$ cat config.mk
export PLATFORM = sky130hd
export DESIGN_NAME = ir_remote_frame_transmitter_flat
export DESIGN_NICKNAME = d
export VERILOG_FILES = /design/src/sv/irtx_pkg.sv /design/src/sv/irtx_tick_if.sv /design/src/sv/irtx_result_if.sv /design/src/sv/irtx_cfg.sv /design/src/sv/irtx_core.sv /design/src/sv/irtx_out.sv /design/src/sv/ir_remote_frame_transmitter.sv /design/src/flat_wrapper.sv
export SDC_FILE = /design/constraint.sdc
export NUM_CORES = 1
export LEC_CHECK = 0
export BUFFER_PORTS_ARGS = -buffer_cell sky130_fd_sc_hd__buf_2
export CORE_MARGIN = 8
export CORE_UTILIZATION = 55
export DETAILED_ROUTE_END_ITERATION = 7
export PLACE_DENSITY = 0.75
export SLEW_MARGIN = 20
export SYNTH_ARGS = -nofsm -noshare
export SYNTH_HDL_FRONTEND = slang
export SYNTH_SLANG_ARGS = --single-unit
$ cat constraint.sdc
create_clock -name clk -period 12.9 [get_ports clk]
set_input_delay 0.645 -clock clk [delete_from_list [all_inputs] [get_ports clk]]
set_output_delay 0.645 -clock clk [all_outputs]
set_load 0.02 [all_outputs]
$ cat src/sv/irtx_pkg.sv
// Shared types, constants and a helper function for the IR remote frame transmitter.
package irtx_pkg;

    localparam int CFG_ADDR_W = 5;
    localparam int CFG_DATA_W = 32;

    localparam logic [2:0] REG_CARRIER_HALF = 3'd0;
    localparam logic [2:0] REG_CYCLES_SLOT  = 3'd1;
    localparam logic [2:0] REG_GAP_TICKS    = 3'd2;
    localparam logic [2:0] REG_DEV_ADDR     = 3'd3;
    localparam logic [2:0] REG_RED_CODE     = 3'd4;
    localparam logic [2:0] REG_GREEN_CODE   = 3'd5;

    localparam logic [7:0]  RST_CARRIER_HALF = 8'd13;
    localparam logic [9:0]  RST_CYCLES_SLOT  = 10'd157;
    localparam logic [23:0] RST_GAP_TICKS    = 24'd255000;
    localparam logic [7:0]  RST_DEV_ADDR     = 8'd0;
    localparam logic [7:0]  RST_RED_CODE     = 8'd1;
    localparam logic [7:0]  RST_GREEN_CODE   = 8'd2;

    localparam logic [7:0]  OFF_CODE = 8'd0;

    localparam int FRAME_SLOTS      = 57;
    localparam int WAKE_SPACE_SLOT  = 1;
    localparam int LEAD_SPACE_FIRST = 5;
    localparam int LEAD_SPACE_LAST  = 7;
    localparam int FIRST_DATA_SLOT  = 8;
    localparam int DATA_BITS        = 16;
    localparam int SLOTS_PER_BIT    = 3;

    typedef enum logic [1:0] {
        PH_IDLE  = 2'd0,
        PH_FRAME = 2'd1,
        PH_GAP   = 2'd2
    } phase_t;

    typedef enum logic [1:0] {
        SLOT_MARK  = 2'd0,
        SLOT_SPACE = 2'd1,
        SLOT_BIT   = 2'd2,
        SLOT_TRAIL = 2'd3
    } slot_kind_t;

    typedef struct packed {
        logic [7:0]  carrier_half_ticks;
        logic [9:0]  cycles_per_slot;
        logic [23:0] gap_ticks;
        logic [7:0]  addr_byte;
        logic [7:0]  red_code;
        logic [7:0]  green_code;
    } cfg_t;

    typedef struct packed {
        logic ir_led;
        logic busy_res;
    } result_t;

    // Classifies a frame slot. The trailing space of each data bit is where
    // the payload shifts to the next bit.
    function automatic slot_kind_t slot_kind(input logic [5:0] s);
        slot_kind_t k;
        k = SLOT_MARK;
        if (s == 6'(WAKE_SPACE_SLOT)
            || (s >= 6'(LEAD_SPACE_FIRST) && s <= 6'(LEAD_SPACE_LAST)))
        begin
            k = SLOT_SPACE;
        end
        for (int i = 0; i < DATA_BITS; i++)
        begin
            if (s == 6'(FIRST_DATA_SLOT + SLOTS_PER_BIT * i + 1))
            begin
                k = SLOT_BIT;
            end
            else if (s == 6'(FIRST_DATA_SLOT + SLOTS_PER_BIT * i + 2))
            begin
                k = SLOT_TRAIL;
            end
        end
        return k;
    endfunction

endpackage

$ cat src/sv/irtx_tick_if.sv
// Input channel carrying one tick with the three button levels.
interface irtx_tick_if;
    logic valid;
    logic ready;
    logic off_button_n;
    logic red_button_n;
    logic green_button_n;

    modport source (output valid, output off_button_n, output red_button_n,
                    output green_button_n, input ready);
    modport sink (input valid, input off_button_n, input red_button_n,
                  input green_button_n, output ready);
endinterface

$ cat src/sv/irtx_result_if.sv
// Output channel carrying the LED level and busy flag for one tick.
interface irtx_result_if;
    logic valid;
    logic ready;
    logic ir_led;
    logic busy_res;

    modport source (output valid, output ir_led, output busy_res, input ready);
    modport sink (input valid, input ir_led, input busy_res, output ready);
endinterface

$ cat src/sv/irtx_cfg.sv
// APB register file holding the transmitter configuration.
module irtx_cfg
    import irtx_pkg::*;
(
    input  logic                  clk,
    input  logic                  rst_n,
    input  logic                  psel,
    input  logic                  penable,
    input  logic                  pwrite,
    input  logic [CFG_ADDR_W-1:0] paddr,
    input  logic [CFG_DATA_W-1:0] pwdata,
    output logic [CFG_DATA_W-1:0] prdata,
    output logic                  pready,
    output cfg_t                  cfg
);

    cfg_t       cfg_reg;
    logic       wr_en;
    logic [2:0] reg_sel;

    assign pready  = 1'b1;
    assign wr_en   = psel && penable && pwrite;
    assign reg_sel = paddr[4:2];
    assign cfg     = cfg_reg;

    always_ff @(posedge clk or negedge rst_n)
    begin
        if (!rst_n)
        begin
            cfg_reg.carrier_half_ticks <= RST_CARRIER_HALF;
            cfg_reg.cycles_per_slot    <= RST_CYCLES_SLOT;
            cfg_reg.gap_ticks          <= RST_GAP_TICKS;
            cfg_reg.addr_byte          <= RST_DEV_ADDR;
            cfg_reg.red_code           <= RST_RED_CODE;
            cfg_reg.green_code         <= RST_GREEN_CODE;
        end
        else if (wr_en)
        begin
            case (reg_sel)
                REG_CARRIER_HALF: cfg_reg.carrier_half_ticks <= pwdata[7:0];
                REG_CYCLES_SLOT:  cfg_reg.cycles_per_slot    <= pwdata[9:0];
                REG_GAP_TICKS:    cfg_reg.gap_ticks          <= pwdata[23:0];
                REG_DEV_ADDR:     cfg_reg.addr_byte          <= pwdata[7:0];
                REG_RED_CODE:     cfg_reg.red_code           <= pwdata[7:0];
                REG_GREEN_CODE:   cfg_reg.green_code         <= pwdata[7:0];
                default:          ;
            endcase
        end
    end

    always_comb
    begin
        case (reg_sel)
            REG_CARRIER_HALF: prdata = {24'd0, cfg_reg.carrier_half_ticks};
            REG_CYCLES_SLOT:  prdata = {22'd0, cfg_reg.cycles_per_slot};
            REG_GAP_TICKS:    prdata = {8'd0, cfg_reg.gap_ticks};
            REG_DEV_ADDR:     prdata = {24'd0, cfg_reg.addr_byte};
            REG_RED_CODE:     prdata = {24'd0, cfg_reg.red_code};
            REG_GREEN_CODE:   prdata = {24'd0, cfg_reg.green_code};
            default:          prdata = '0;
        endcase
    end

endmodule

$ cat src/sv/irtx_core.sv
// Frame sequencer: carrier, slot and gap counters advanced once per tick.
module irtx_core
    import irtx_pkg::*;
(
    input  logic    clk,
    input  logic    rst_n,
    input  logic    tick,
    input  logic    off_button_n,
    input  logic    red_button_n,
    input  logic    green_button_n,
    input  cfg_t    cfg,
    output result_t result,
    output phase_t  phase
);

    phase_t      phase_reg, phase_next;
    logic [5:0]  slot_reg, slot_next;
    logic [9:0]  ccc_reg, ccc_next;
    logic [7:0]  htc_reg, htc_next;
    logic        chh_reg, chh_next;
    logic [15:0] shift_reg, shift_next;
    logic [23:0] gap_reg, gap_next;

    // Effective state that the frame tick works on; a new frame starts
    // from fresh counters in the same tick.
    logic [5:0]  e_slot;
    logic [9:0]  e_ccc;
    logic [7:0]  e_htc;
    logic        e_chh;
    logic [15:0] e_shift;
    logic        run;
    logic        pressed;
    logic [7:0]  cmd;
    logic [7:0]  half_len;
    logic [9:0]  cyc_len;
    logic [7:0]  h1;
    logic [9:0]  c1;
    logic [5:0]  s1;
    logic [23:0] g1;
    slot_kind_t  kind;

    assign phase   = phase_reg;
    assign pressed = !off_button_n || !red_button_n || !green_button_n;
    assign cmd     = !off_button_n ? OFF_CODE :
                     (!red_button_n ? cfg.red_code : cfg.green_code);
    assign half_len = (cfg.carrier_half_ticks == 8'd0) ? 8'd1 : cfg.carrier_half_ticks;
    assign cyc_len  = (cfg.cycles_per_slot == 10'd0) ? 10'd1 : cfg.cycles_per_slot;
    assign h1 = e_htc + 8'd1;
    assign c1 = e_ccc + 10'd1;
    assign s1 = e_slot + 6'd1;
    assign g1 = gap_reg + 24'd1;
    assign kind = slot_kind(e_slot);

    always_comb
    begin
        phase_next = phase_reg;
        slot_next  = slot_reg;
        ccc_next   = ccc_reg;
        htc_next   = htc_reg;
        chh_next   = chh_reg;
        shift_next = shift_reg;
        gap_next   = gap_reg;
        e_slot     = slot_reg;
        e_ccc      = ccc_reg;
        e_htc      = htc_reg;
        e_chh      = chh_reg;
        e_shift    = shift_reg;
        run        = 1'b0;
        result.ir_led   = 1'b0;
        result.busy_res = 1'b1;

        case (phase_reg)
            PH_FRAME:
            begin
                run = 1'b1;
            end
            PH_GAP:
            begin
                if (g1 >= cfg.gap_ticks)
                begin
                    gap_next   = '0;
                    phase_next = PH_IDLE;
                end
                else
                begin
                    gap_next = g1;
                end
            end
            default:
            begin
                phase_next = PH_IDLE;
                if (pressed)
                begin
                    run        = 1'b1;
                    e_slot     = '0;
                    e_ccc      = '0;
                    e_htc      = '0;
                    e_chh      = 1'b1;
                    e_shift    = {cfg.addr_byte, cmd};
                    gap_next   = '0;
                    phase_next = PH_FRAME;
                end
                else
                begin
                    result.busy_res = 1'b0;
                end
            end
        endcase

        if (run)
        begin
            slot_next  = e_slot;
            ccc_next   = e_ccc;
            chh_next   = e_chh;
            shift_next = e_shift;
            result.ir_led = ((kind == SLOT_MARK) || (kind == SLOT_BIT && e_shift[15]))
                            && e_chh;
            if (h1 >= half_len || h1 == 8'd0)
            begin
                htc_next = '0;
                if (e_chh)
                begin
                    chh_next = 1'b0;
                end
                else
                begin
                    chh_next = 1'b1;
                    if (c1 >= cyc_len || c1 == 10'd0)
                    begin
                        ccc_next = '0;
                        if (kind == SLOT_TRAIL)
                        begin
                            shift_next = {e_shift[14:0], 1'b0};
                        end
                        if (s1 >= 6'(FRAME_SLOTS))
                        begin
                            slot_next  = '0;
                            gap_next   = '0;
                            phase_next = (cfg.gap_ticks != 24'd0) ? PH_GAP : PH_IDLE;
                        end
                        else
                        begin
                            slot_next = s1;
                        end
                    end
                    else
                    begin
                        ccc_next = c1;
                    end
                end
            end
            else
            begin
                htc_next = h1;
            end
        end
    end

    always_ff @(posedge clk or negedge rst_n)
    begin
        if (!rst_n)
        begin
            phase_reg <= PH_IDLE;
            slot_reg  <= '0;
            ccc_reg   <= '0;
            htc_reg   <= '0;
            chh_reg   <= 1'b0;
            shift_reg <= '0;
            gap_reg   <= '0;
        end
        else if (tick)
        begin
            phase_reg <= phase_next;
            slot_reg  <= slot_next;
            ccc_reg   <= ccc_next;
            htc_reg   <= htc_next;
            chh_reg   <= chh_next;
            shift_reg <= shift_next;
            gap_reg   <= gap_next;
        end
    end

endmodule

$ cat src/sv/irtx_out.sv
// Result register that decouples the output channel from tick acceptance.
module irtx_out
    import irtx_pkg::*;
(
    input  logic    clk,
    input  logic    rst_n,
    input  logic    load,
    input  result_t result,
    input  logic    out_ready,
    output logic    out_valid,
    output result_t out_result,
    output logic    can_load
);

    logic    valid_reg;
    result_t result_reg;

    // The register can take a new result when empty or emptying this cycle.
    assign can_load   = !valid_reg || out_ready;
    assign out_valid  = valid_reg;
    assign out_result = result_reg;

    always_ff @(posedge clk or negedge rst_n)
    begin
        if (!rst_n)
        begin
            valid_reg <= 1'b0;
        end
        else if (load)
        begin
            valid_reg <= 1'b1;
        end
        else if (out_ready)
        begin
            valid_reg <= 1'b0;
        end
    end

    always_ff @(posedge clk)
    begin
        if (load)
        begin
            result_reg <= result;
        end
    end

endmodule

$ cat src/sv/ir_remote_frame_transmitter.sv
// A result is valid in the cycle after its tick transaction is accepted.
// Throughput: one tick per cycle while results are taken; the sequencer
// counters and the result register each advance once per accepted tick.
// A tick is refused only while the result register holds an untaken result.
// Reset (rst_n low, asynchronous) returns the sequencer to idle, empties the
// result register and loads the register defaults.
module ir_remote_frame_transmitter
    import irtx_pkg::*;
(
    input  logic                  clk,
    input  logic                  rst_n,
    input  logic                  psel,
    input  logic                  penable,
    input  logic                  pwrite,
    input  logic [CFG_ADDR_W-1:0] paddr,
    input  logic [CFG_DATA_W-1:0] pwdata,
    output logic [CFG_DATA_W-1:0] prdata,
    output logic                  pready,
    irtx_tick_if.sink             tick_in,
    irtx_result_if.source         result_out
);

    cfg_t    cfg;
    result_t core_result;
    result_t out_result;
    phase_t  phase;
    logic    can_load;
    logic    tick_accept;

    assign tick_in.ready = can_load;
    assign tick_accept   = tick_in.valid && can_load;

    irtx_cfg u_cfg (
        .clk     (clk),
        .rst_n   (rst_n),
        .psel    (psel),
        .penable (penable),
        .pwrite  (pwrite),
        .paddr   (paddr),
        .pwdata  (pwdata),
        .prdata  (prdata),
        .pready  (pready),
        .cfg     (cfg)
    );

    irtx_core u_core (
        .clk            (clk),
        .rst_n          (rst_n),
        .tick           (tick_accept),
        .off_button_n   (tick_in.off_button_n),
        .red_button_n   (tick_in.red_button_n),
        .green_button_n (tick_in.green_button_n),
        .cfg            (cfg),
        .result         (core_result),
        .phase          (phase)
    );

    irtx_out u_out (
        .clk        (clk),
        .rst_n      (rst_n),
        .load       (tick_accept),
        .result     (core_result),
        .out_ready  (result_out.ready),
        .out_valid  (result_out.valid),
        .out_result (out_result),
        .can_load   (can_load)
    );

    assign result_out.ir_led   = out_result.ir_led;
    assign result_out.busy_res = out_result.busy_res;

    // The emitter is never driven outside a frame.
    a_led_needs_busy: assert property (@(posedge clk) disable iff (!rst_n)
        result_out.valid |-> (result_out.busy_res || !result_out.ir_led))
        else $error("ir_led high while not busy");

    // Every accepted tick yields a result in the next cycle.
    a_tick_gives_result: assert property (@(posedge clk) disable iff (!rst_n)
        tick_accept |=> result_out.valid)
        else $error("accepted tick produced no result");

    // An idle tick with no button down reports not busy.
    a_idle_not_busy: assert property (@(posedge clk) disable iff (!rst_n)
        (tick_accept && phase == PH_IDLE && tick_in.off_button_n
         && tick_in.red_button_n && tick_in.green_button_n)
        |=> (result_out.valid && !result_out.busy_res))
        else $error("idle tick without press reported busy");

    // A tick taken during a frame or gap always reports busy.
    a_active_busy: assert property (@(posedge clk) disable iff (!rst_n)
        (tick_accept && (phase == PH_FRAME || phase == PH_GAP))
        |=> result_out.busy_res)
        else $error("frame or gap tick reported not busy");

endmodule
$ cat src/flat_wrapper.sv
// flat-port wrapper written by rule: the top's interface ports become plain ports
module ir_remote_frame_transmitter_flat import irtx_pkg::*;
  (clk, rst_n, psel, penable, pwrite, paddr, pwdata, prdata, pready, tick_in_valid, tick_in_off_button_n, tick_in_red_button_n, tick_in_green_button_n, tick_in_ready, result_out_valid, result_out_ir_led, result_out_busy_res, result_out_ready);
  irtx_tick_if tick_in_i ();
  irtx_result_if result_out_i ();
  input  logic clk;
  input  logic rst_n;
  input  logic psel;
  input  logic penable;
  input  logic pwrite;
  input  logic [CFG_ADDR_W-1:0] paddr;
  input  logic [CFG_DATA_W-1:0] pwdata;
  output logic [CFG_DATA_W-1:0] prdata;
  output logic pready;
  input wire logic [$bits(tick_in_i.valid)-1:0] tick_in_valid;
  input wire logic [$bits(tick_in_i.off_button_n)-1:0] tick_in_off_button_n;
  input wire logic [$bits(tick_in_i.red_button_n)-1:0] tick_in_red_button_n;
  input wire logic [$bits(tick_in_i.green_button_n)-1:0] tick_in_green_button_n;
  output wire logic [$bits(tick_in_i.ready)-1:0] tick_in_ready;
  output wire logic [$bits(result_out_i.valid)-1:0] result_out_valid;
  output wire logic [$bits(result_out_i.ir_led)-1:0] result_out_ir_led;
  output wire logic [$bits(result_out_i.busy_res)-1:0] result_out_busy_res;
  input wire logic [$bits(result_out_i.ready)-1:0] result_out_ready;
  assign tick_in_i.valid = tick_in_valid;
  assign tick_in_i.off_button_n = tick_in_off_button_n;
  assign tick_in_i.red_button_n = tick_in_red_button_n;
  assign tick_in_i.green_button_n = tick_in_green_button_n;
  assign tick_in_ready = tick_in_i.ready;
  assign result_out_valid = result_out_i.valid;
  assign result_out_ir_led = result_out_i.ir_led;
  assign result_out_busy_res = result_out_i.busy_res;
  assign result_out_i.ready = result_out_ready;
  ir_remote_frame_transmitter u_core (.clk(clk), .rst_n(rst_n), .psel(psel), .penable(penable), .pwrite(pwrite), .paddr(paddr), .pwdata(pwdata), .prdata(prdata), .pready(pready), .tick_in(tick_in_i), .result_out(result_out_i));
endmodule
# [Yosys cells after proc, flatten, opt, wreduce, memory -nomap -nowiden]
# Index checks and enable logic that the tools add are counted.
[word_totals] ff_bits=136 latchBits=0 ramBits=0 rom_bits=0 input_bits=47 out_inout_bits=37 wordCells=184 memories=0
[classes] add_sub_neg=4 n_mul=0 div=0 order_cmp=6 eq_ne=42 shifts=0 mux=83 n_bitwise=0 reduce_logical=33
[ops] operator="$mux 24" n=7
[ops] operator="$pmux 24 s6" n=1
[ops] operator="$eq 6x6->1 const B" n=16
[ops] operator="$mux 16" n=6
[ops] operator="$mux 2" n=39
[ops] operator="$eq 6x5->1 const B" n=11
[ops] operator="$mux 10" n=6
[ops] operator="$mux 8" n=6
[ops] operator="$pmux 24 s2" n=1
[ops] operator="$mux 6" n=6
[ops] operator="$eq 6x4->1 const B" n=5
[ops] operator="$add 24x1->24 const B" n=1
[ops] operator="$ge 24x24->1" n=1
[ops] operator="$reduce_bool 24->1" n=1
[ops] operator="$logic_not 10->1" n=2
[ops] operator="$logic_not 8->1" n=2
[ops] operator="$reduce_and 2->1" n=7
[ops] operator="$add 10x1->10 const B" n=1
[ops] operator="$ge 10x10->1" n=1
[ops] operator="$mux 1" n=9
[ops] operator="$add 8x1->8 const B" n=1
[ops] operator="$ge 8x8->1" n=1
[ops] operator="$logic_or 1x1->1" n=7
[ops] operator="$add 6x1->6 const B" n=1
[ops] operator="17 further kinds" n=29

# [Logic depth before layout (Yosys ltp)]
# Gate-level depths: netlist of the first run.
[depth] depth_word=46 depth_mapped=21

# [Cells and area by module]
# From an unflattened synthesis of the first run, not the netlist that was laid out.
[unflattened] hier_cells=958 hier_area_um2=9296.4
[by_module_without_submodules] mod="irtx_core" n_inst=1 cells_each=720 area_per_inst_um2=5990.7 seq_area_each_um2=1676.6
[by_module_without_submodules] mod="irtx_cfg" n_inst=1 cells_each=232 area_per_inst_um2=3191.8 seq_area_each_um2=1674.1
[by_module_without_submodules] mod="irtx_out" n_inst=1 cells_each=5 area_per_inst_um2=107.6 seq_area_each_um2=85.1
[by_module_without_submodules] mod="ir_remote_frame_transmitter" n_inst=1 cells_each=1 area_per_inst_um2=6.3 seq_area_each_um2=0.0

# [Worst setup path after synthesis of the first run]
# No wires, ideal clock.
[synth_timing] path_type="input to register" startpoint="input tick_in_red_button_n" endpoint="register u_core.u_core.shift_reg[14]" t_arrival_ps=4156 required_time_ps=12774 slack_ps=8618 stages=19 path_cell_list="buf_4 nand3_2 nand2_1 clkbuf_1 and2_1 ha_1 nand3_1 xor2_1 nor2_1 ha_1 a21o_1 a2111oi_0 o21ai_0 o2111ai_1 o311ai_4 and3b_1 buf_4 buf_2 a221o_1"
[synth_via] elab_chain_cells=46 word_cells_on_any_way=99 cone_classes="add/sub (2); order compare (4); eq/ne (34); mux (49); reduce/logical (10)"
[synth_lines] element="start: declaration" line="flat_wrapper.sv:17" rtl="input wire logic [$bits(tick_in_i.red_button_n)-1:0] tick_in_red_button_n;"
[synth_lines] element="$logic_not 1->1 (*)"
[synth_lines] element="$logic_or 1x1->1 (*) (2 in series)" line="irtx_core.sv:43" rtl="assign pressed = !off_button_n || !red_button_n || !green_button_n;"
[synth_lines] element="$mux 6" line="irtx_core.sv:92" rtl="if (pressed)"
[synth_lines] element="$mux 6" line="irtx_core.sv:72" rtl="case (phase_reg)"
[synth_lines] element="$ge 6x3->1 or $le 6x3->1 (tied branches)" line="irtx_pkg.sv:64" rtl="|| (s >= 6'(LEAD_SPACE_FIRST) && s <= 6'(LEAD_SPACE_LAST)))"
[synth_lines] element="$logic_and 1x1->1" line="irtx_pkg.sv:64"
[synth_lines] element="$logic_or 1x1->1" line="irtx_pkg.sv:64"
[synth_lines] element="$mux 1" line="irtx_pkg.sv:63" rtl="if (s == 6'(WAKE_SPACE_SLOT)"
[synth_lines] element="(+29 left out)"
[synth_lines] element="$mux 2" line="irtx_pkg.sv:70" rtl="if (s == 6'(FIRST_DATA_SLOT + SLOTS_PER_BIT * i + 1))"
[synth_lines] element="$mux 2" line="irtx_pkg.sv:74" rtl="else if (s == 6'(FIRST_DATA_SLOT + SLOTS_PER_BIT * i + 2))"
[synth_lines] element="$mux 2" line="irtx_pkg.sv:70"
[synth_lines] element="$eq 2x2->1" line="irtx_core.sv:131" rtl="if (kind == SLOT_TRAIL)"
[synth_lines] element="$mux 16" line="irtx_core.sv:131"
[synth_lines] element="$mux 16" line="irtx_core.sv:128" rtl="if (c1 >= cyc_len || c1 == 10'd0)"
[synth_lines] element="$mux 16" line="irtx_core.sv:121" rtl="if (e_chh)"
[synth_lines] element="$mux 16" line="irtx_core.sv:118" rtl="if (h1 >= half_len || h1 == 8'd0)"
[synth_lines] element="end signal: assignment" line="irtx_core.sv:178" rtl="shift_reg <= shift_next;"
[synth_lines] element="end: declaration" line="irtx_core.sv:21" rtl="logic [15:0] shift_reg, shift_next;"
# Mark *: on every way between the ends. The rest lies on a longest branch, timed or not.
# A chain may end at the register's enable or synchronous reset.

# [Worst setup path in the final report of the first run]
[layout_timing] startpoint="register u_core.u_core.phase_reg[0] (netlist: u_core.u_core.phase[0])" endpoint="register u_core.u_core.shift_reg[10]"
[layout_via] elab_chain_cells=44 word_cells_on_any_way=93 cone_classes="add/sub (2); order compare (4); eq/ne (36); mux (43); reduce/logical (8)"
[layout_lines] element="start: declaration" line="irtx_core.sv:16" rtl="phase_t phase_reg, phase_next;"
[layout_lines] element="start signal: assignment" line="irtx_core.sv:173" rtl="phase_reg <= phase_next;"
[layout_lines] element="$eq 2x2->1 or $eq 2x1->1 (tied branches)" line="irtx_core.sv:72"
[layout_lines] element="$reduce_or 2->1 (no source line)"
[layout_lines] element="$mux 6" line="irtx_core.sv:72"
[layout_lines] element="$ge 6x3->1 or $le 6x3->1 (tied branches)" line="irtx_pkg.sv:64"
[layout_lines] element="$logic_and 1x1->1" line="irtx_pkg.sv:64"
[layout_lines] element="$logic_or 1x1->1" line="irtx_pkg.sv:64"
[layout_lines] element="$mux 1" line="irtx_pkg.sv:63"
[layout_lines] element="$mux 2" line="irtx_pkg.sv:74"
[layout_lines] element="(+28 left out)"
[layout_lines] element="$mux 2" line="irtx_pkg.sv:70"
[layout_lines] element="$mux 2" line="irtx_pkg.sv:74"
[layout_lines] element="$mux 2" line="irtx_pkg.sv:70"
[layout_lines] element="$eq 2x2->1" line="irtx_core.sv:131"
[layout_lines] element="$mux 16" line="irtx_core.sv:131"
[layout_lines] element="$mux 16" line="irtx_core.sv:128"
[layout_lines] element="$mux 16" line="irtx_core.sv:121"
[layout_lines] element="$mux 16" line="irtx_core.sv:118"
# Several ways; a longest one is shown, not always the timed one.

==> flow_metrics.tcl, run 1 <==
set metrics [dict create \
    stdcell_area_um2 10120 \
    placed_cell_area_um2 9554 \
    slew_viol_final 0 \
    antenna_found_initial 0 \
    yosysWarnings 0 \
    post_cts_buffers 0 \
    fillers 1463 \
    layout-area-overhead-vs-synth_pct 9.697 \
    overflow 0 \
    antenna_left 0 \
    holdBufCountCts 0 \
    grt_first_pass_wirelength_um 39880 \
    slew_headroom 0.3825 \
    grt_setup_unrepaired "no" \
    syn_area_um2 9225 \
    irDropWorstVdd_mv 0.1001 \
    ys_seq_area_frac 0.3724 \
    crit_required_ps 13230 \
    place.gp.congestion 0.8773 \
    crit_path_cell_trace "inv_1, ha_1, nand2_1, buf_4, and2_1, ha_1, nand2_1, nor2_1, xnor2_1, nor2_1, ha_1, o21ai_0, nand2b_1, a21oi_1, a31oi_1, o21ba_2, and3b_1, mux2_2, o21ai_0" \
    cpMostUsedCell "ha_1" \
    ctsResizeCount 0 \
    synthCells 1045 \
    multiInputGateArea_um2 5223 \
    core_um2 16470 \
    post-place-ws_ps 7489 \
    clk_path_buf_depth 2 \
    start_util 0.5603 \
    finalPower_mw 1.613 \
    drive_above_1_share 0.1717 \
    yosysUniqueCellTypes 78 \
    grt_usage 0.2295 \
    ys_seq_elements 136 \
    finalSetupViolations 0 \
    htreeDepth 4 \
    slowest_stage "ha_1" \
    clock_sinks 136 \
    synth_edf_count 2 \
    tns_ps 0 \
    r2r_start "u_core.u_core.phase[0]" \
    row_count 47 \
    root_buffer "clkbuf_16" \
    clk_pin_slew_worst_paths_ps 60 \
    first_iter_violations 750 \
    crit_fanout 28 \
    ys_async_sr_fraction 0.9853 \
    drcViolationCount 0 \
    reg2reg_to "u_core.u_core.shift_reg[10]" \
    finalCritPeriodShare 0.4313 \
    status "finished, final reports clean" \
    fp.dieH_um 145.5 \
    tightest_slew_ps 926.2 \
    die_area_um2 21170 \
    vias 7952 \
    startpoint_type "register" \
    vias_per_cell 6.103 \
    dpl.hpwl_um 17150 \
    nets 1165 \
    crit_start "u_core.u_core.phase[0]" \
    wl_um 24340 \
    grt_pass1_vias 7534 \
    end_kind "register" \
    die_w_um 145.5 \
    drtPass1Iterations 5 \
    worst_path_largest_cell_delay_ps 870 \
    numCtsBuffers 17 \
    maxCapViolCount 0 \
    largest_register_ffs 66 \
    synth_flop_cell "dfrtp_1" \
    cts_tree "yes" \
    crit_buf_inv 2 \
    critPathArrivalTime_ps 5890 \
    n_antenna_cell 0 \
    min-delay-path-class "in2async" \
    fin_ws_ps 7336 \
    port_buffers 64 \
    avgSynthCellArea_um2 8.828 \
    reg2reg_depth 19 \
    powerDensity_nw_per_um2 159.4 \
    seqCellArea_um2 3436 \
    grt_max_degree 84 \
    wl_per_cell_um 18.68 \
    crit_family "simple AND/OR/NAND/NOR gates" \
    regToRegSetupSlack_ps 7340 \
    criticalPathCategory "reg2reg" \
    period_needed_ps 5564 \
    ios 84 \
    hold_viol 0 \
    leakagePower_nw 4.553 \
    clock-skew-final_ps 10.13 \
    fmax_ghz 0.1797 \
    clkLatencyLatePin_ps 420 \
]
-- area by class of cell --
type	instances	area share
inverters	68	0.02522
clock buffers	20	0.04513
clock inverters	12	0.009397
flip-flops and latches	136	0.3395
repair buffers	71	0.03746
well taps	220	0.02720
multi-input cells	776	0.5161
-- layer usage --
layer	wire, um	global-route usage	vias up
met5	0	0	-
met4	623	0.08745	0
met3	1467	0.04322	46
met2	11020	0.3479	280
met1	11240	0.3190	3816
li1	-	-	3810
-- per-stage QoR --
stage,utilization,hold WS (ps),instances
final,0.6146,259.8,1303
after global routing,0.6146,328.7,1303
after CTS,0.6138,303.8,1303
after detailed placement,0.5802,474.0,1271
after global placement,0.5800,463.7,1271
after floorplan,-,349.4,1052
-- worst max-delay path by stage --
| stage | endpoint | depth (start not counted) | slack [ps] |
|---|---|---|---|
| finish | u_core.u_core.shift_reg[10] | 19 | 7340 |
| global route | u_core.u_core.shift_reg[10] | 19 | 6990 |
| CTS | u_core.u_core.shift_reg[10] | 19 | 7390 |
| detailed placement | u_core.u_core.shift_reg[10] | 19 | 7490 |
| global placement | u_core.u_core.shift_reg[10] | 19 | 7600 |
| floorplan | u_core.u_core.shift_reg[14] | 19 | 8620 |
-- synthesized netlist by cell type, types with 13 or more instances --
master | count | area (um^2)
a31oi_1 | 14 | 87.58
xor2_1 | 14 | 122.6
nor3_1 | 26 | 130.1
and2_1 | 23 | 143.9
a221o_1 | 15 | 150.1
a21oi_1 | 35 | 175.2
buf_4 | 13 | 97.59
mux2_2 | 37 | 416.7
nand2_1 | 124 | 465.5
nand3_1 | 29 | 145.1
dfrtp_1 | 116 | 2903
nor2_1 | 61 | 229.0
o22ai_1 | 25 | 156.4
mux2i_1 | 24 | 240.2
and3_1 | 17 | 106.4
xnor2_1 | 25 | 219.0
ha_1 | 48 | 600.6
o21ai_0 | 93 | 465.5
nand4_1 | 13 | 81.33
nor4_1 | 14 | 87.58
inv_1 | 66 | 247.7
dfstp_2 | 18 | 473.0
clkbuf_1 | 40 | 150.1
-- logic make-up (layout without fill, tap and decap cells) --
logic type	Yosys count	count (layout)	share of synthesized area
compound gates	261	261	0.1884
xor+xnor	39	39	0.03703
fa+ha+maj	48	48	0.06510
buf+inv	140	171	0.06741
flops	136	136	0.3724
mux	62	62	0.07365
other cells	2	9	0.0008141
simple gates	357	357	0.1952
-- power breakdown --
part / switching [mW] / internal (mW) / leakage (nW)
registers: 0.0900 / 0.534 / 1.69
logic: 0.330 / 0.206 / 2.60
clock network: 0.196 / 0.258 / 0.255
total: 0.616 / 0.997 / 4.55
-- worst register-to-register path, delay by kind of cell, from the launching register on --
family                     cells  cell delay [ps]
AOI/OAI and AO/OA              5             1170
xor gates and xnor gates       1              190
adders and majority gates      3             1400
buffers and inverters          2              350
DFF                            1              380
muxes                          1              430
and+or+nand+nor                7             1540
-- cells in the final DEF, fill, tap and decap left out, drive strengths merged, types with 18 or more instances in the layout --
master    n
o22ai    25
a21oi    37
dfstp    18
nand2   124
dfrtp   116
nor3     27
buf      71
o21ai    94
ha       48
mux2     37
mux2i    24
and2     23
nor2     61
clkbuf   20
inv      68
nand3    33
xnor2    25
(Power assumes the default switching activity.)
==> inputs of run 2 (changes only) <==
--- a/config.mk
+++ b/config.mk
@@ -9,7 +9,7 @@
 export CORE_MARGIN = 8
 export CORE_UTILIZATION = 55
 export DETAILED_ROUTE_END_ITERATION = 7
-export PLACE_DENSITY = 0.75
+export PLACE_DENSITY = 0.78
 export SLEW_MARGIN = 20
 export SYNTH_ARGS = -nofsm -noshare
 export SYNTH_HDL_FRONTEND = slang
==> constraint.sdc (replaced) <==
create_clock -name clk -period 4.5 [get_ports clk]
set_input_delay 0.225 -clock clk [delete_from_list [all_inputs] [get_ports clk]]
set_output_delay 0.225 -clock clk [all_outputs]
set_load 0.02 [all_outputs]
==> flow_metrics.tcl, run 2 (synthesized netlist as in run 1, its figures left out) <==
set metrics [dict create \
    reg2reg_depth 19 \
    hold_start "pwdata[22]" \
    r2r_start "u_core.u_core.phase[0]" \
    place.gp.congestion 0.9494 \
    final_common_cell "nand2_1" \
    htreeDepth 4 \
    tightest_slew_ps 932.8 \
    clock-skew-final_ps 14.22 \
    grt_pass1_vias 7774 \
    maxCapViolCount 0 \
    wl_um 25300 \
    clk_pin_slew_worst_paths_ps 60 \
    fillers 1390 \
    multiInputGateArea_um2 5256 \
    finalSetupViolations 0 \
    powerDensity_nw_per_um2 459.1 \
    drive_above_1_share 0.1933 \
    cts_tree "yes" \
    dp_cells 1288 \
    reg2reg_to "u_core.u_core.shift_reg[1]" \
    core_um2 16470 \
    slew_headroom 0.3781 \
    crit_required_ps 4810 \
    start_util 0.5603 \
    nets 1189 \
    fp.dieH_um 145.5 \
    largest_register_ffs 66 \
    startpoint_type "register" \
    antenna_found_initial 0 \
    criticalPathCategory "reg2reg" \
    regToRegSetupSlack_ps 200 \
    crit_buf_inv 2 \
    dpl.hpwl_um 18080 \
    overflow 0 \
    grt_usage 0.2374 \
    layout-area-overhead-vs-synth_pct 12.37 \
    root_buffer "clkbuf_16" \
    worst_path_largest_cell_delay_ps 480 \
    crit_path_cell_trace "inv_1, ha_1, nand2_2, and2_1, ha_1, nand2_1, nor2_1, xnor2_1, nor2_1, ha_1, o21ai_0, nand2b_1, a21oi_1, a31oi_1, o21ba_2, and3b_1, buf_4, nor3_1, a221o_1" \
    clock_sinks 136 \
    finalPower_mw 4.759 \
    clk_path_buf_depth 2 \
    numCtsBuffers 17 \
    grt_setup_unrepaired "no" \
    row_count 47 \
    n_antenna_cell 0 \
    finalCritPeriodShare 0.9561 \
    critPathArrivalTime_ps 4610 \
    crit_fanout 15 \
    vias_per_cell 6.244 \
    port_buffers 64 \
    grt_first_pass_wirelength_um 41320 \
    status "finished, final reports clean" \
    min-delay-path-class "in2reg" \
    hold_end "u_core.u_cfg.cfg[46]" \
    ios 84 \
    vias 8286 \
    slew_viol_final 0 \
    drtPass1Iterations 7 \
    die_area_um2 21170 \
    crit_family "simple AND/OR/NAND/NOR gates" \
    irDropWorstVdd_mv 0.2736 \
    period_needed_ps 4303 \
    cpMostUsedCell "ha_1" \
    drcViolationCount 0 \
    holdPathStages 3 \
    grt_max_degree 100 \
    antenna_left 0 \
    end_kind "register" \
    hold_ws_ps 7.969 \
    seqCellArea_um2 3436 \
    layout_common_cells "123 x nand2_1, 116 x dfrtp_1, 92 x o21ai_0, 66 x inv_1, 63 x buf_2" \
    fmax_ghz 0.2324 \
    slowest_stage "and3b_1" \
    layoutNonFillerInstCount 1327 \
    clkLatencyLatePin_ps 430 \
    leakagePower_nw 4.676 \
    die_w_um 145.5 \
    wl_per_cell_um 19.06 \
    first_iter_violations 798 \
    tns_ps 0 \
    hold_viol 0 \
]
==> run 2: area by class of cell <==
class,count,area share
inverters,68,0.02462
well taps,220,0.02655
clock buffers,20,0.04406
multi-input cells,776,0.5071
clock inverters,12,0.01123
repair buffers,95,0.05504
flip-flops and latches,136,0.3314
==> run 2: worst max path at each step <==
stage | start | end | slack (ps) | depth (start not counted)
after floorplan | u_core.u_core.phase[0] | u_core.u_core.shift_reg[14] | 310 | 19
after global routing | u_core.u_core.gap_reg[0] | u_core.u_core.gap_reg[16] | 2 | 17
after global placement | u_core.u_core.gap_reg[0] | u_core.u_core.gap_reg[16] | 120 | 16
after detailed placement | u_core.u_core.gap_reg[0] | u_core.u_core.gap_reg[16] | 30 | 16
final | u_core.u_core.phase[0] | u_core.u_core.shift_reg[1] | 200 | 19
after CTS | u_core.u_core.gap_reg[0] | u_core.u_core.gap_reg[16] | 40 | 16
==> run 2: stage by stage <==
stage | instance area, um^2 | utilization | setup slack, ps
global route | 10370 | 0.6296 | 2.451
finish | 10370 | 0.6296 | 197.4
detailed placement | 9683 | 0.5881 | 34.63
floorplan | 9251 | - | 312.7
CTS | 10290 | 0.6248 | 36.46
global placement | 9678 | 0.5878 | 120.4
==> run 2: what timing repair did <==
action                     in CTS  in global routing
hold buffers                    3                  0
hold endpoints to repair       86                  0
pin swaps                       0                  1
buffers inserted                0                  4
setup endpoints to repair       2                 40
gates resized for setup         1                 11
==> run 2: worst min-delay path: stages <==
cell and delay (ps):
buf_2 70, nand2_1 40, o21ai_0 60
==> run 2: power by group <==
part / switching (mW) / internal (mW)
logic: 0.977 / 0.624
registers: 0.269 / 1.53
clock network: 0.565 / 0.794
==> run 2: routing by layer <==
layer	vias to the layer above	routed length [um]	share of wire	track usage
li1	3847	-	-	-
met1	4024	11260	0.45	0.3247
met2	370	11770	0.47	0.3752
met3	45	1826	0.072	0.04664
met4	0	437	0.017	0.06715
met5	-	0	0	0
==> inputs of run 3 (changes only) <==
--- a/config.mk
+++ b/config.mk
@@ -7,9 +7,10 @@
 export LEC_CHECK = 0
 export BUFFER_PORTS_ARGS = -buffer_cell sky130_fd_sc_hd__buf_2
 export CORE_MARGIN = 8
-export CORE_UTILIZATION = 55
+export CORE_UTILIZATION = 49
 export DETAILED_ROUTE_END_ITERATION = 7
-export PLACE_DENSITY = 0.78
+export PLACE_DENSITY = 0.7
+export REMOVE_ABC_BUFFERS = 1
 export SLEW_MARGIN = 20
 export SYNTH_ARGS = -nofsm -noshare
 export SYNTH_HDL_FRONTEND = slang
==> flow_metrics.tcl, run 3 (synthesized netlist as in run 1, its figures left out) <==
set metrics [dict create \
    grt_first_pass_wirelength_um 41300 \
    overflow 0 \
    criticalPathCategory "reg2reg" \
    fp.dieH_um 153.2 \
    clk_path_buf_depth 2 \
    dr_wl_met2_um 12330 \
    grt_setup_unrepaired "no" \
    numCtsBuffers 17 \
    slew_viol_final 0 \
    wl_um 25870 \
    clk_pin_slew_worst_paths_ps 60 \
    worst_path_largest_cell_delay_ps 570 \
    port_buffers 64 \
    layout_common_cells "123 x nand2_1, 116 x dfrtp_1, 91 x o21ai_0, 66 x inv_1, 63 x buf_2" \
    status "finished, final reports clean" \
    first_iter_violations 706 \
    grt_pass1_vias 7818 \
    layout-area-overhead-vs-synth_pct 13.94 \
    crit_family "compound AO/OA/AOI/OAI gates" \
    end_kind "register" \
    layoutNonFillerInstCount 1347 \
    root_buffer "clkbuf_16" \
    leakagePower_nw 4.755 \
    htreeDepth 4 \
    period_needed_ps 4266 \
    drcViolationCount 0 \
    grt_max_degree 100 \
    wl_met3_um 1669 \
    dpl.hpwl_um 18300 \
    fmax_ghz 0.2344 \
    crit_buf_inv 3 \
    clock-skew-final_ps 7.790 \
    vias_per_cell 5.995 \
    irDropWorstVdd_mv 0.2650 \
    clkLatencyLatePin_ps 420 \
    die_w_um 153.2 \
    hold_ws_ps 9.629 \
    startpoint_type "register" \
    maxCapViolCount 0 \
    crit_required_ps 4760 \
    stdcell_area_um2 10510 \
    slew_headroom 0.3432 \
    nets 1195 \
    slowest_stage "a21oi_2" \
    tightest_slew_ps 985.2 \
    hold_viol 0 \
    powerDensity_nw_per_um2 463.5 \
    drive_above_1_share 0.1932 \
    dp_cells 1301 \
    top_layer_used "met4" \
    wl_per_cell_um 19.20 \
    antenna_left 0 \
    clock_sinks 136 \
    wl_met1_um 11410 \
    largest_register_ffs 66 \
    antenna_found_initial 0 \
    finalPower_mw 4.872 \
    finalSetupViolations 0 \
    row_count 50 \
    cts_tree "yes" \
    final_common_cell "nand2_1" \
    finalCritPeriodShare 0.9479 \
    ios 84 \
    n_antenna_cell 0 \
    crit_fanout 24 \
    drtPass1Iterations 5 \
    grt_usage 0.2176 \
    place.gp.congestion 0.8996 \
    placed_cell_area_um2 9697 \
    crit_path_cell_trace "inv_1, ha_1, buf_4, and2_1, buf_4, a21oi_1, ha_1, o21ai_0, nand2b_1, a21oi_1, a31oi_1, o21ba_2, nand4_1, a21oi_2, o22ai_1" \
    min-delay-path-class "in2reg" \
    vias 8075 \
    start_util 0.4965 \
    fillers 1659 \
    core_um2 18580 \
    critPathArrivalTime_ps 4530 \
    die_area_um2 23470 \
]
run 3: cell count changes in the layout (fill, tap and decap cells not counted), moves of 2 or more:
cell           delta
clkinvlp_4        -3
bufinv_16         +3
dlygate4sd3_1     +3
inv_6             -2
clkinv_2          +3
buf_4             +2
run 3: layout make-up:
type	count	area (um^2)	area share
sequential	136	3436	0.3269
clock inverter	12	172.7	0.01643
timing repair buffer	99	604.3	0.05749
inverter	68	255.2	0.02428
multi-input combinational	778	5294	0.5036
tap	234	292.8	0.02785
clock buffer	20	456.7	0.04345
run 3: worst min-delay path: stages:
cell	delay, ps
buf_2	70
nand2_1	40
o21ai_0	60
run 3: final timing paths:
check | startpoint | end | slack [ps] | cells past startpoint
min reg2reg | u_core.u_core.shift_reg[0] | u_core.u_core.shift_reg[0] | 490 | 2
min | pwdata[12] | u_core.u_cfg.cfg[36] | 10 | 3
max in group asynchronous | rst_n | u_core.u_cfg.cfg[27] | 2870 | 3
max | u_core.u_core.phase[0] | u_core.u_core.gap_reg[18] | 230 | 15
min in group asynchronous | rst_n | u_core.u_cfg.cfg[35] | 450 | 2
max reg2reg | u_core.u_core.phase[0] | u_core.u_core.gap_reg[18] | 230 | 15
run 3: power breakdown:
part	internal [mW]	switching, mW	leakage [nW]
clock	0.956	0.546	0.306
sequential	1.53	0.268	1.69
combinational	0.616	0.956	2.75
run 3: per-layer routing:
layer | vias to the layer above | GRT usage
met4 | 0 | 0.06221
met3 | 32 | 0.05272
met1 | 3881 | 0.2816
li1 | 3868 | -
met2 | 294 | 0.3555
met5 | - | 0
run 3: through the flow:
stage          setup slack (ps)  utilization  setup TNS, ps
2_1_floorplan            -359.9            -          -9600
3_3_place_gp              147.6       0.5214              0
3_5_place_dp              117.8       0.5219              0
4_1_cts                   62.63       0.5590              0
5_1_grt                   10.16       0.5657              0
6_report                  234.5       0.5657              0
run 3: timing repair:
item / in CTS / in global routing
pin swaps: 0 / 2
buffers inserted: 0 / 6
gates resized for setup: 1 / 12
cloned: 0 / 2
setup endpoints to repair: 1 / 47
hold endpoints to repair: 91 / 0
hold buffers: 6 / 0
